$ cat config.mk
export PLATFORM = sky130hd
export DESIGN_NAME = i2c_register_access_master_flat
export DESIGN_NICKNAME = d
export VERILOG_FILES = /design/src/design/i2cram_pkg.sv /design/src/design/i2cram_cmd_if.sv /design/src/design/i2cram_res_if.sv /design/src/design/i2cram_regs.sv /design/src/design/i2cram_engine.sv /design/src/design/i2c_register_access_master.sv /design/src/flat_wrapper.sv
export SDC_FILE = /design/constraint.sdc
export NUM_CORES = 1
export LEC_CHECK = 0
export ABC_AREA = 1
export BUFFER_PORTS_ARGS = -buffer_cell sky130_fd_sc_hd__buf_2
export CORE_MARGIN = 5
export CORE_UTILIZATION = 30
export CTS_CLUSTER_DIAMETER = 200
export DETAILED_ROUTE_END_ITERATION = 8
export SETUP_SLACK_MARGIN = 0.4
export SLEW_MARGIN = 10
export SYNTH_ARGS = -nofsm -noshare
export SYNTH_HDL_FRONTEND = slang
export SYNTH_SLANG_ARGS = --single-unit
$ cat constraint.sdc
create_clock -name clk_i -period 3.2 [get_ports clk_i]
set_input_delay 0.32 -clock clk_i [delete_from_list [all_inputs] [get_ports clk_i]]
set_output_delay 0.32 -clock clk_i [all_outputs]
set_load 0.01 [all_outputs]
$ cat src/design/i2cram_pkg.sv
// i2cram_pkg: shared types and constants of the i2c register access master
// used by the register block, the bus engine and the top level

package i2cram_pkg;

  localparam int unsigned AddrW = 3;
  localparam int unsigned DataW = 32;

  // register indexes (byte address bit 2)
  localparam logic REG_DEVICE_ADDRESS    = 1'b0;
  localparam logic REG_READ_BURST_LENGTH = 1'b1;

  localparam logic [6:0] DeviceAddressReset   = 7'd76;
  localparam logic [1:0] ReadBurstLengthReset = 2'd3;

  typedef struct packed {
    logic [6:0] device_address;
    logic [1:0] read_burst_length;
  } cfg_t;

  typedef struct packed {
    logic       command_valid;
    logic       mode;
    logic [7:0] register_index;
    logic [7:0] write_value;
    logic       sda_sample;
  } cmd_t;

  typedef struct packed {
    logic       clock_line;
    logic       data_out;
    logic       data_drive;
    logic       busy_res;
    logic       done_res;
    logic       nack_error;
    logic [7:0] read_byte0;
    logic [7:0] read_byte1;
    logic [7:0] read_byte2;
  } res_t;

endpackage

$ cat src/design/i2cram_cmd_if.sv
// i2cram_cmd_if: request channel carrying one bus timing slot per request
// stands alone, no package needed

interface i2cram_cmd_if;
  logic       valid;
  logic       ready;
  logic       command_valid;
  logic       mode;
  logic [7:0] register_index;
  logic [7:0] write_value;
  logic       sda_sample;

  modport source (output valid, command_valid, mode, register_index, write_value, sda_sample,
                  input ready);
  modport sink   (input valid, command_valid, mode, register_index, write_value, sda_sample,
                  output ready);
endinterface

$ cat src/design/i2cram_res_if.sv
// i2cram_res_if: result channel carrying the line levels and status of one slot
// stands alone, no package needed

interface i2cram_res_if;
  logic       valid;
  logic       ready;
  logic       clock_line;
  logic       data_out;
  logic       data_drive;
  logic       busy_res;
  logic       done_res;
  logic       nack_error;
  logic [7:0] read_byte0;
  logic [7:0] read_byte1;
  logic [7:0] read_byte2;

  modport source (output valid, clock_line, data_out, data_drive, busy_res, done_res,
                  nack_error, read_byte0, read_byte1, read_byte2,
                  input ready);
  modport sink   (input valid, clock_line, data_out, data_drive, busy_res, done_res,
                  nack_error, read_byte0, read_byte1, read_byte2,
                  output ready);
endinterface

$ cat src/design/i2cram_regs.sv
// i2cram_regs: apb configuration registers (device address, read burst length)
// depends on i2cram_pkg

module i2cram_regs (
  input  logic                        clk_i,
  input  logic                        rst_ni,
  input  logic                        psel,
  input  logic                        penable,
  input  logic                        pwrite,
  input  logic [i2cram_pkg::AddrW-1:0] paddr,
  input  logic [i2cram_pkg::DataW-1:0] pwdata,
  output logic [i2cram_pkg::DataW-1:0] prdata,
  output logic                        pready,
  output i2cram_pkg::cfg_t            cfg_o
);

  i2cram_pkg::cfg_t cfg_q, cfg_d;
  logic             wr_en;

  assign pready = 1'b1;
  assign wr_en  = psel & penable & pwrite;

  always_comb begin
    cfg_d = cfg_q;
    if (wr_en) begin
      case (paddr[2])
        i2cram_pkg::REG_DEVICE_ADDRESS:    cfg_d.device_address    = pwdata[6:0];
        i2cram_pkg::REG_READ_BURST_LENGTH: cfg_d.read_burst_length = pwdata[1:0];
        default: cfg_d = cfg_q;
      endcase
    end
  end

  always_ff @(posedge clk_i or negedge rst_ni) begin
    if (!rst_ni) begin
      cfg_q.device_address    <= i2cram_pkg::DeviceAddressReset;
      cfg_q.read_burst_length <= i2cram_pkg::ReadBurstLengthReset;
    end else begin
      cfg_q <= cfg_d;
    end
  end

  always_comb begin
    case (paddr[2])
      i2cram_pkg::REG_DEVICE_ADDRESS:    prdata = {25'd0, cfg_q.device_address};
      i2cram_pkg::REG_READ_BURST_LENGTH: prdata = {30'd0, cfg_q.read_burst_length};
      default:                           prdata = '0;
    endcase
  end

  assign cfg_o = cfg_q;

endmodule

$ cat src/design/i2cram_engine.sv
// i2cram_engine: slot sequencer that drives scl/sda for register writes and burst reads
// depends on i2cram_pkg

module i2cram_engine (
  input  logic              clk_i,
  input  logic              rst_ni,
  input  logic              step_i,
  input  i2cram_pkg::cmd_t  cmd_i,
  input  i2cram_pkg::cfg_t  cfg_i,
  output i2cram_pkg::res_t  res_o
);

  typedef enum logic [18:0] {
    PH_IDLE  = 19'h00001,
    PH_ST0   = 19'h00002,
    PH_ST1   = 19'h00004,
    PH_ST2   = 19'h00008,
    PH_WPRE  = 19'h00010,
    PH_WLOW  = 19'h00020,
    PH_WSET  = 19'h00040,
    PH_WHIGH = 19'h00080,
    PH_AK0   = 19'h00100,
    PH_AK1   = 19'h00200,
    PH_AK2   = 19'h00400,
    PH_RPRE  = 19'h00800,
    PH_RLOW  = 19'h01000,
    PH_RHIGH = 19'h02000,
    PH_MA0   = 19'h04000,
    PH_MA1   = 19'h08000,
    PH_SP0   = 19'h10000,
    PH_SP1   = 19'h20000,
    PH_SP2   = 19'h40000
  } phase_e;

  phase_e      phase_q, phase_d;
  logic [3:0]  bit_cnt_q, bit_cnt_d;
  logic [7:0]  shift_q, shift_d;
  logic [1:0]  byte_cnt_q, byte_cnt_d;
  logic [16:0] held_q, held_d;
  logic [23:0] rx_q, rx_d;
  logic        scl_q, scl_d;
  logic        sda_q, sda_d;
  logic        drv_q, drv_d;
  logic [1:0]  burst_len;
  logic [2:0]  next_cnt;

  // byte sent at a stage: address, register, then data or read address
  function automatic logic [7:0] stage_byte(input logic [1:0] stage, input logic [16:0] held,
                                            input logic [6:0] addr);
    logic [7:0] b;
    begin
      case (stage)
        2'd0:    b = {addr, 1'b0};
        2'd1:    b = held[15:8];
        default: b = held[16] ? {addr, 1'b1} : held[7:0];
      endcase
      return b;
    end
  endfunction

  assign burst_len = (cfg_i.read_burst_length == 2'd0) ? 2'd1 : cfg_i.read_burst_length;

  always_comb begin
    phase_d    = phase_q;
    bit_cnt_d  = bit_cnt_q;
    shift_d    = shift_q;
    byte_cnt_d = byte_cnt_q;
    held_d     = held_q;
    rx_d       = rx_q;
    scl_d      = scl_q;
    sda_d      = sda_q;
    drv_d      = drv_q;
    next_cnt   = {1'b0, byte_cnt_q} + 3'd1;
    res_o      = '0;

    if (phase_q == PH_IDLE && cmd_i.command_valid) begin
      held_d     = {cmd_i.mode, cmd_i.register_index, cmd_i.write_value};
      byte_cnt_d = 2'd0;
      bit_cnt_d  = 4'd0;
      if (cmd_i.mode) begin
        rx_d = '0;
      end
      phase_d = PH_ST0;
    end
    res_o.busy_res = (phase_d != PH_IDLE);
    next_cnt       = {1'b0, byte_cnt_d} + 3'd1;

    case (phase_d)
      PH_IDLE: begin
        phase_d = PH_IDLE;
      end
      PH_ST0: begin
        drv_d = 1'b1; sda_d = 1'b1; phase_d = PH_ST1;
      end
      PH_ST1: begin
        scl_d = 1'b1; phase_d = PH_ST2;
      end
      PH_ST2: begin
        sda_d   = 1'b0;
        shift_d = stage_byte(byte_cnt_d, held_d, cfg_i.device_address);
        phase_d = PH_WPRE;
      end
      PH_WPRE: begin
        scl_d = 1'b0; bit_cnt_d = 4'd0; phase_d = PH_WLOW;
      end
      PH_WLOW: begin
        scl_d = 1'b0; phase_d = PH_WSET;
      end
      PH_WSET: begin
        sda_d   = shift_d[7];
        shift_d = {shift_d[6:0], 1'b0};
        phase_d = PH_WHIGH;
      end
      PH_WHIGH: begin
        scl_d     = 1'b1;
        bit_cnt_d = bit_cnt_d + 4'd1;
        phase_d   = (bit_cnt_d >= 4'd8) ? PH_AK0 : PH_WLOW;
      end
      PH_AK0: begin
        scl_d = 1'b0; drv_d = 1'b0; sda_d = 1'b0; phase_d = PH_AK1;
      end
      PH_AK1: begin
        scl_d = 1'b1; shift_d = {7'd0, cmd_i.sda_sample}; phase_d = PH_AK2;
      end
      PH_AK2: begin
        scl_d = 1'b0;
        if (shift_d[0]) begin
          res_o.done_res   = 1'b1;
          res_o.nack_error = 1'b1;
          phase_d          = PH_IDLE;
        end else if (byte_cnt_d == 2'd0) begin
          byte_cnt_d = 2'd1;
          shift_d    = stage_byte(2'd1, held_d, cfg_i.device_address);
          phase_d    = PH_WPRE;
        end else if (byte_cnt_d == 2'd1) begin
          byte_cnt_d = 2'd2;
          if (!held_d[16]) begin
            shift_d = stage_byte(2'd2, held_d, cfg_i.device_address);
            phase_d = PH_WPRE;
          end else begin
            phase_d = PH_ST0;
          end
        end else if (!held_d[16]) begin
          phase_d = PH_SP0;
        end else begin
          byte_cnt_d = 2'd0;
          phase_d    = PH_RPRE;
        end
      end
      PH_RPRE: begin
        scl_d = 1'b0; bit_cnt_d = 4'd0; shift_d = 8'd0; phase_d = PH_RLOW;
      end
      PH_RLOW: begin
        scl_d = 1'b0; phase_d = PH_RHIGH;
      end
      PH_RHIGH: begin
        scl_d     = 1'b1;
        shift_d   = {shift_d[6:0], cmd_i.sda_sample};
        bit_cnt_d = bit_cnt_d + 4'd1;
        if (bit_cnt_d >= 4'd8) begin
          case (byte_cnt_d)
            2'd0:    rx_d[7:0]   = shift_d;
            2'd1:    rx_d[15:8]  = shift_d;
            2'd2:    rx_d[23:16] = shift_d;
            default: rx_d        = rx_q;
          endcase
          phase_d = PH_MA0;
        end else begin
          phase_d = PH_RLOW;
        end
      end
      PH_MA0: begin
        scl_d   = 1'b0;
        drv_d   = 1'b1;
        sda_d   = (next_cnt < {1'b0, burst_len}) ? 1'b0 : 1'b1;
        phase_d = PH_MA1;
      end
      PH_MA1: begin
        scl_d = 1'b1;
        if (!sda_d) begin
          byte_cnt_d = next_cnt[1:0];
          phase_d    = PH_RPRE;
        end else begin
          phase_d = PH_SP0;
        end
      end
      PH_SP0: begin
        drv_d = 1'b1; sda_d = 1'b0; phase_d = PH_SP1;
      end
      PH_SP1: begin
        scl_d = 1'b1; phase_d = PH_SP2;
      end
      PH_SP2: begin
        sda_d = 1'b1; res_o.done_res = 1'b1; phase_d = PH_IDLE;
      end
      default: begin
        phase_d = PH_IDLE;
      end
    endcase

    res_o.clock_line = scl_d;
    res_o.data_drive = drv_d;
    res_o.data_out   = drv_d & sda_d;
    res_o.read_byte0 = rx_d[7:0];
    res_o.read_byte1 = rx_d[15:8];
    res_o.read_byte2 = rx_d[23:16];

    // line changes that take effect after the slot is shown
    if (phase_q == PH_WPRE) begin
      drv_d = 1'b1; sda_d = 1'b1;
    end
    if (phase_q == PH_RPRE) begin
      drv_d = 1'b0; sda_d = 1'b0;
    end
    if (phase_q == PH_MA1) begin
      scl_d = 1'b0;
    end
  end

  always_ff @(posedge clk_i or negedge rst_ni) begin
    if (!rst_ni) begin
      phase_q    <= PH_IDLE;
      bit_cnt_q  <= 4'd0;
      shift_q    <= 8'd0;
      byte_cnt_q <= 2'd0;
      held_q     <= 17'd0;
      rx_q       <= 24'd0;
      scl_q      <= 1'b1;
      sda_q      <= 1'b1;
      drv_q      <= 1'b1;
    end else if (step_i) begin
      phase_q    <= phase_d;
      bit_cnt_q  <= bit_cnt_d;
      shift_q    <= shift_d;
      byte_cnt_q <= byte_cnt_d;
      held_q     <= held_d;
      rx_q       <= rx_d;
      scl_q      <= scl_d;
      sda_q      <= sda_d;
      drv_q      <= drv_d;
    end
  end

endmodule

$ cat src/design/i2c_register_access_master.sv
// i2c_register_access_master: top level, apb registers, slot engine and result register
// depends on i2cram_pkg, i2cram_cmd_if, i2cram_res_if, i2cram_regs, i2cram_engine
//
//   channel   dir   handshake             payload
//   cmd_i     in    valid/ready           one bus slot: command fields and sda sample
//   res_o     out   valid/ready           scl/sda levels, status, read bytes
//   apb       in    psel/penable/pwrite   device_address (0x0), read_burst_length (0x4)
//
// one request per clock while res_o is not holding back a result; its result is registered and shows the next cycle
// the engine state steps once per accepted request, in a single pass of logic
// a held result still lets the next request in when res_o.ready is high
// reset returns to idle with scl high and sda driven high, registers at defaults

module i2c_register_access_master (
  input  logic                         clk_i,
  input  logic                         rst_ni,
  i2cram_cmd_if.sink                   cmd_i,
  i2cram_res_if.source                 res_o,
  input  logic                         psel,
  input  logic                         penable,
  input  logic                         pwrite,
  input  logic [i2cram_pkg::AddrW-1:0] paddr,
  input  logic [i2cram_pkg::DataW-1:0] pwdata,
  output logic [i2cram_pkg::DataW-1:0] prdata,
  output logic                         pready
);

  i2cram_pkg::cfg_t cfg;
  i2cram_pkg::cmd_t cmd;
  i2cram_pkg::res_t res_d, res_q;
  logic             out_valid_q;
  logic             step;

  i2cram_regs u_regs (
    .clk_i   (clk_i),
    .rst_ni  (rst_ni),
    .psel    (psel),
    .penable (penable),
    .pwrite  (pwrite),
    .paddr   (paddr),
    .pwdata  (pwdata),
    .prdata  (prdata),
    .pready  (pready),
    .cfg_o   (cfg)
  );

  assign cmd.command_valid  = cmd_i.command_valid;
  assign cmd.mode           = cmd_i.mode;
  assign cmd.register_index = cmd_i.register_index;
  assign cmd.write_value    = cmd_i.write_value;
  assign cmd.sda_sample     = cmd_i.sda_sample;

  assign cmd_i.ready = ~out_valid_q | res_o.ready;
  assign step        = cmd_i.valid & cmd_i.ready;

  i2cram_engine u_engine (
    .clk_i  (clk_i),
    .rst_ni (rst_ni),
    .step_i (step),
    .cmd_i  (cmd),
    .cfg_i  (cfg),
    .res_o  (res_d)
  );

  always_ff @(posedge clk_i or negedge rst_ni) begin
    if (!rst_ni) begin
      out_valid_q <= 1'b0;
    end else if (step) begin
      out_valid_q <= 1'b1;
    end else if (res_o.ready) begin
      out_valid_q <= 1'b0;
    end
  end

  always_ff @(posedge clk_i) begin
    if (step) begin
      res_q <= res_d;
    end
  end

  assign res_o.valid      = out_valid_q;
  assign res_o.clock_line = res_q.clock_line;
  assign res_o.data_out   = res_q.data_out;
  assign res_o.data_drive = res_q.data_drive;
  assign res_o.busy_res   = res_q.busy_res;
  assign res_o.done_res   = res_q.done_res;
  assign res_o.nack_error = res_q.nack_error;
  assign res_o.read_byte0 = res_q.read_byte0;
  assign res_o.read_byte1 = res_q.read_byte1;
  assign res_o.read_byte2 = res_q.read_byte2;

endmodule
$ cat src/flat_wrapper.sv
// flat-port wrapper written by rule: the top's interface ports become plain ports
module i2c_register_access_master_flat 
  (clk_i, rst_ni, psel, penable, pwrite, paddr, pwdata, prdata, pready, cmd_i_valid, cmd_i_command_valid, cmd_i_mode, cmd_i_register_index, cmd_i_write_value, cmd_i_sda_sample, cmd_i_ready, res_o_valid, res_o_clock_line, res_o_data_out, res_o_data_drive, res_o_busy_res, res_o_done_res, res_o_nack_error, res_o_read_byte0, res_o_read_byte1, res_o_read_byte2, res_o_ready);
  i2cram_cmd_if cmd_i_i ();
  i2cram_res_if res_o_i ();
  input  logic clk_i;
  input  logic rst_ni;
  input  logic psel;
  input  logic penable;
  input  logic pwrite;
  input  logic [i2cram_pkg::AddrW-1:0] paddr;
  input  logic [i2cram_pkg::DataW-1:0] pwdata;
  output logic [i2cram_pkg::DataW-1:0] prdata;
  output logic pready;
  input wire logic [$bits(cmd_i_i.valid)-1:0] cmd_i_valid;
  input wire logic [$bits(cmd_i_i.command_valid)-1:0] cmd_i_command_valid;
  input wire logic [$bits(cmd_i_i.mode)-1:0] cmd_i_mode;
  input wire logic [$bits(cmd_i_i.register_index)-1:0] cmd_i_register_index;
  input wire logic [$bits(cmd_i_i.write_value)-1:0] cmd_i_write_value;
  input wire logic [$bits(cmd_i_i.sda_sample)-1:0] cmd_i_sda_sample;
  output wire logic [$bits(cmd_i_i.ready)-1:0] cmd_i_ready;
  output wire logic [$bits(res_o_i.valid)-1:0] res_o_valid;
  output wire logic [$bits(res_o_i.clock_line)-1:0] res_o_clock_line;
  output wire logic [$bits(res_o_i.data_out)-1:0] res_o_data_out;
  output wire logic [$bits(res_o_i.data_drive)-1:0] res_o_data_drive;
  output wire logic [$bits(res_o_i.busy_res)-1:0] res_o_busy_res;
  output wire logic [$bits(res_o_i.done_res)-1:0] res_o_done_res;
  output wire logic [$bits(res_o_i.nack_error)-1:0] res_o_nack_error;
  output wire logic [$bits(res_o_i.read_byte0)-1:0] res_o_read_byte0;
  output wire logic [$bits(res_o_i.read_byte1)-1:0] res_o_read_byte1;
  output wire logic [$bits(res_o_i.read_byte2)-1:0] res_o_read_byte2;
  input wire logic [$bits(res_o_i.ready)-1:0] res_o_ready;
  assign cmd_i_i.valid = cmd_i_valid;
  assign cmd_i_i.command_valid = cmd_i_command_valid;
  assign cmd_i_i.mode = cmd_i_mode;
  assign cmd_i_i.register_index = cmd_i_register_index;
  assign cmd_i_i.write_value = cmd_i_write_value;
  assign cmd_i_i.sda_sample = cmd_i_sda_sample;
  assign cmd_i_ready = cmd_i_i.ready;
  assign res_o_valid = res_o_i.valid;
  assign res_o_clock_line = res_o_i.clock_line;
  assign res_o_data_out = res_o_i.data_out;
  assign res_o_data_drive = res_o_i.data_drive;
  assign res_o_busy_res = res_o_i.busy_res;
  assign res_o_done_res = res_o_i.done_res;
  assign res_o_nack_error = res_o_i.nack_error;
  assign res_o_read_byte0 = res_o_i.read_byte0;
  assign res_o_read_byte1 = res_o_i.read_byte1;
  assign res_o_read_byte2 = res_o_i.read_byte2;
  assign res_o_i.ready = res_o_ready;
  i2c_register_access_master u_core (.clk_i(clk_i), .rst_ni(rst_ni), .cmd_i(cmd_i_i), .res_o(res_o_i), .psel(psel), .penable(penable), .pwrite(pwrite), .paddr(paddr), .pwdata(pwdata), .prdata(prdata), .pready(pready));
endmodule
Yosys cells after proc, flatten, opt, wreduce, memory -nomap -nowiden
Index checks and enable logic that the tools add are counted.
Storage, ports and cells
  bits of input ports: 61
  output and inout port bits: 65
  register bits: 117
Cells by class
  mux-type cells: 49
  add/subtract/negate cells: 2
  eq/ne operators: 28
  $lt $le $gt $ge: 2
  reductions and logical operators: 19
  bitwise gates (word level): 7
Operator list (number)
  19-bit one-hot mux with 17 select lines: 1
  24-bit two-way mux: 4
  19-bit two-way mux: 4
  32-bit one-hot mux with 2 select lines: 1
  8-bit one-hot mux with 2 select lines: 4
  17-bit two-way mux: 3
  8-bit one-hot mux with 6 select lines: 1
  8-bit two-way mux: 5
  19-bit by 12-bit equality test with 1-bit output, second input constant: 2
  19-bit by 16-bit equality test with 1-bit output, second input constant: 2
  19-bit by 5-bit equality test with 1-bit output, second input constant: 2
  19-bit by 1-bit equality test with 1-bit output, second input constant: 1
  19-bit by 10-bit equality test with 1-bit output, second input constant: 1
  19-bit by 11-bit equality test with 1-bit output, second input constant: 1
  19-bit by 13-bit equality test with 1-bit output, second input constant: 1
  19-bit by 14-bit equality test with 1-bit output, second input constant: 1
  19-bit by 15-bit equality test with 1-bit output, second input constant: 1
  19-bit by 17-bit equality test with 1-bit output, second input constant: 1
  19-bit by 18-bit equality test with 1-bit output, second input constant: 1
  19-bit equality test, second input constant: 1
  19-bit by 2-bit equality test with 1-bit output, second input constant: 1
  19-bit by 3-bit equality test with 1-bit output, second input constant: 1
  19-bit by 4-bit equality test with 1-bit output, second input constant: 1
  19-bit by 6-bit equality test with 1-bit output, second input constant: 1
  other kinds (35): 65

Longest topological paths before layout
  word-level depth: 9
  mapped depth: 19
  depth with buffers taken out: 17

Modules after synthesis
Synthesis repeated with hierarchy kept, for this count alone.
Second synthesis, totals
  cells, all modules: 1060
  area, all modules: 7475.9 um^2
Modules (own cells, without submodules)
  i2cram_engine: sequential area each 1931.9 um^2, area each 5863.1 um^2, cells an instance 937, times used 1
  i2c_register_access_master: sequential area each 925.9 um^2, area each 945.9 um^2, cells an instance 36, times used 1
  i2cram_regs: sequential area each 231.5 um^2, area each 666.9 um^2, cells an instance 87, times used 1

Least setup slack after synthesis
OpenSTA, ideal clock, no wires.
  path type: register to register
  from: register u_core.u_engine.phase_q[4]
  to: register u_core.res_q, in the netlist u_core.res_o.read_byte1[0], data pin
  setup time: 0.249 ns
  cell stages (with the launch flop): 17
  path buffers: 3
  clock period less this slack: 2.778 ns
  required time: 2.951 ns
  arrival time: 2.528 ns
  path slack: 0.422 ns
  path through: dfrtp_1 > nor2_2 > nand2_2 > nor2_2 > nand3_4 > buf_2 > nand2_2 > inv_2 > ha_1 > clkbuf_1 > inv_1 > clkbuf_1 > o21ai_0 > o22ai_1 > nand2_1 > nand2_1 > inv_1
RTL lines
  start: declaration: RTL line i2cram_engine.sv:35  | phase_e phase_q, phase_d;
  start signal: assignment: RTL line i2cram_engine.sv:232  | phase_q <= phase_d;
  end signal: assignment: RTL line i2c_register_access_master.sv:77  | res_q <= res_d;
  end: declaration: RTL line i2c_register_access_master.sv:30  | i2cram_pkg::res_t res_d, res_q;

==> impl_metrics.ini <==
[timing]
fin_crit_sh_pct = 82.25
setup_viol = 0
hold_ws_ns = 0.01105
relSlewSlack_pct = 40.46
setup_ws_ns = 0.5681
finClkSkew_ns = 0.01051
drv_slew = 0
worstMarginPinSlew_ns = 0.8931
max_freq_ghz = 0.3800
hold_viol = 0
fin_tns_setup_ns = 0
min_period_ns = 2.632
rsz0062_at_grt = false

[cts]
clock-sinks = 117
hold_buffers = 0
cts_inserted_buffers = 17
ctsHtreeMaxLevel = 4
clkTransAtPathRegs_ns = 0.06
clockBufferDepth = 2
clk_latency_ns = 0.42
cts_root_buf = clkbuf_16
cts_tree = yes

[placement]
post-place-ws_ns = 0.2140
place.gp.congestion = 0.8781
portBuffers = 72
dp_hpwl_um = 14270

[yosys]
synth_edf_count = 30
async_flop_share_pct = 74.36
synth_top_area_share_pct = 26.25
synth-seq-area-share_pct = 41.55
ys_dominant_reg_cell = dfrtp_1
netlist_area_um2 = 7435
synth_warnings = 0
syn_area_per_cell_um2 = 6.890
syn_inst = 1079
ys_ff_latch = 117
synth_area_leaders = dfrtp_1, nand2_1, edfxtp_1, inv_1, nand3_1
ys_types = 43
yosysTopAreaCell = dfrtp_1

[worst_setup_path]
crit_path_end_kind = flip-flop
reg2reg_from = u_core.u_engine.phase_q[8]
worst_ep_required_time_ns = 3.38
r2r-end = u_core.res_o.read_byte2[7]
path_max_fanout = 27
crit_path_start_kind = flip-flop
critPathKind = flip-flop to flip-flop
rrSetupSlack_ns = 0.57
cp_cell_sequence = nor2_2 > nand2_2 > nor2_8 > nand3_4 > nand2_8 > inv_4 > ha_1 > inv_1 > buf_6 > o21ai_0 > o22ai_1 > nand2_1 > nand2_1 > inv_1
slowest_delay_ns = 0.43
critPathArrivalTime_ns = 2.82
cp_slowest_cell = dfrtp_1
r2r_cells = 14

[global_routing]
grt-ovfl-total = 0
track_usage_pct = 14.64
grt_pass1_vias = 6425
grt_max_degree = 85
antenna_found_initial = 0
grt_pass1_wl_um = 33360

[power]
power.leakage_nw = 4.614
power.density_nw_per_um2 = 747.8
ir_drop_mv = 0.3573

[die]
die_x_um = 167.4
die_height_um = 167.4
core-area_um2 = 24390
die-area_um2 = 28030
rows = 57
floorplan.initialDensity_pct = 30.48
pin_count = 126

[layout]
drive_gt1_share_pct = 14.47
nets = 1209
layout_common_cells = nand2_1, inv_1, nor2_1
synthToLayoutAreaGrowth_pct = 16.61
n_antenna_cell = 0
final_common_cell = nand2_1

[run]
maxCapViolations = 0

[detailed_routing]
via_count = 6957
drt.antenna.violating_nets = 0
wl_um = 20630
dr.pass1.iters = 5
drc = 0
viasPerCell = 4.707
drt_iter0_drc = 508
routedWlPerCell_um = 13.96

[worst_hold_path]
hp-class = input pin to asynchronous set/reset pin

[run_status]
outcome = completed
[routing by layer]
layer	vias up	GRT usage [%]	part of all wire [%]	wire (um)
li1	3536	-	-	-
met1	3194	20.98	48	9864
met2	214	22.50	45	9261
met3	13	3.371	6.4	1330
met4	0	3.529	0.85	175
met5	-	0	0	0
[cell families after synthesis]
family | Yosys count | synth area share [%]
AOI/OAI and AO/OA | 148 | 10.74
adders and majority gates | 7 | 1.279
DFF | 117 | 41.55
buffers and inverters | 190 | 11.36
and+or+nand+nor | 614 | 34.85
xor gates and xnor gates | 1 | 0.1178
other | 2 | 0.1010
[critical path, delay by kind of cell (launching register included)]
kind | cells | cell delay, ns
AO/OA/AOI/OAI | 2 | 0.32
adder cells (fa/ha/maj) | 1 | 0.21
buffers and inverters | 4 | 0.48
flip-flops | 1 | 0.43
AND/OR/NAND/NOR | 7 | 0.96
[through the flow]
| stage | instances | utilization (%) | total power [W] | instance area, um^2 |
|---|---|---|---|---|
| 3_3_place_gp | 1445 | 33.01 | 0.004603 | 8050 |
| 3_5_place_dp | 1445 | 33.01 | 0.004635 | 8050 |
| 4_1_cts | 1478 | 35.38 | 0.006498 | 8630 |
| 6_report | 1478 | 35.54 | 0.006483 | 8670 |
| 2_1_floorplan | 1103 | - | 0.003912 | 7525 |
| 5_1_grt | 1478 | 35.54 | 0.006971 | 8670 |
[how the worst max path moves through the flow]
stage                     slack (ns)                    endpoint                   startpoint  depth (start not counted)
after CTS                       0.49  u_core.res_o.read_byte2[7]  u_core.u_engine.phase_q[14]                         14
final                           0.57  u_core.res_o.read_byte2[7]   u_core.u_engine.phase_q[8]                         14
after global placement          0.25  u_core.u_engine.shift_q[4]   u_core.u_engine.phase_q[3]                         15
after global routing            0.42  u_core.res_o.read_byte2[7]   u_core.u_engine.phase_q[2]                         14
after detailed placement        0.21  u_core.u_engine.shift_q[4]   u_core.u_engine.phase_q[3]                         15
after floorplan                 0.42  u_core.res_o.read_byte1[0]   u_core.u_engine.phase_q[4]                         16
[Yosys cell counts, types with 4 or more instances]
cell type / instances
a21oi_1: 17
buf_2: 9
buf_4: 28
clkbuf_1: 29
dfrtp_1: 78
dfstp_2: 9
edfxtp_1: 30
ha_1: 6
inv_1: 110
inv_2: 8
nand2_1: 396
nand2_2: 9
nand3_1: 72
nand4_1: 20
nor2_1: 86
nor2_2: 7
nor3_1: 10
o21ai_0: 70
o21ai_1: 27
o22ai_1: 24
o31ai_1: 4
[cell type report]
cell class / count / area, um^2
Timing Repair Buffer: 90 / 530.5
Tap cell: 324 / 405.4
Clock buffer: 21 / 460.4
Inverter: 119 / 449.2
Fill cell: 2611 / 15720
Sequential cell: 117 / 3089
Multi-Input combinational cell: 796 / 3650
Clock inverter: 11 / 85.08
[flip-flops by register name, summed over array words and instances, names as in the netlist, 2 cells and up]
signal	cells
u_core.res_o.read_byte0	8
u_core.res_o.read_byte1	8
u_core.res_o.read_byte2	8
u_core.u_engine.bit_cnt_q	4
u_core.u_engine.byte_cnt_q	2
u_core.u_engine.held_q	17
u_core.u_engine.phase_q	19
u_core.u_engine.rx_q	24
u_core.u_engine.shift_q	8
u_core.u_regs.cfg_o	9
[power by group]
part	leakage (nW)	switching (W)	internal, W	total, W
Clock	0.265	0.000697	0.00109	0.00179
Sequential	1.44	0.000172	0.00182	0.00199
Combinational	2.91	0.00185	0.000855	0.00270
[timing repair]
item | in CTS | in global routing
endpoints found under the setup margin | 44 | 37
resized for setup | 6 | 10
endpoints found under the hold margin | 0 | 0
buffers inserted | 1 | 0
Power figures use the tool's default switching activity.
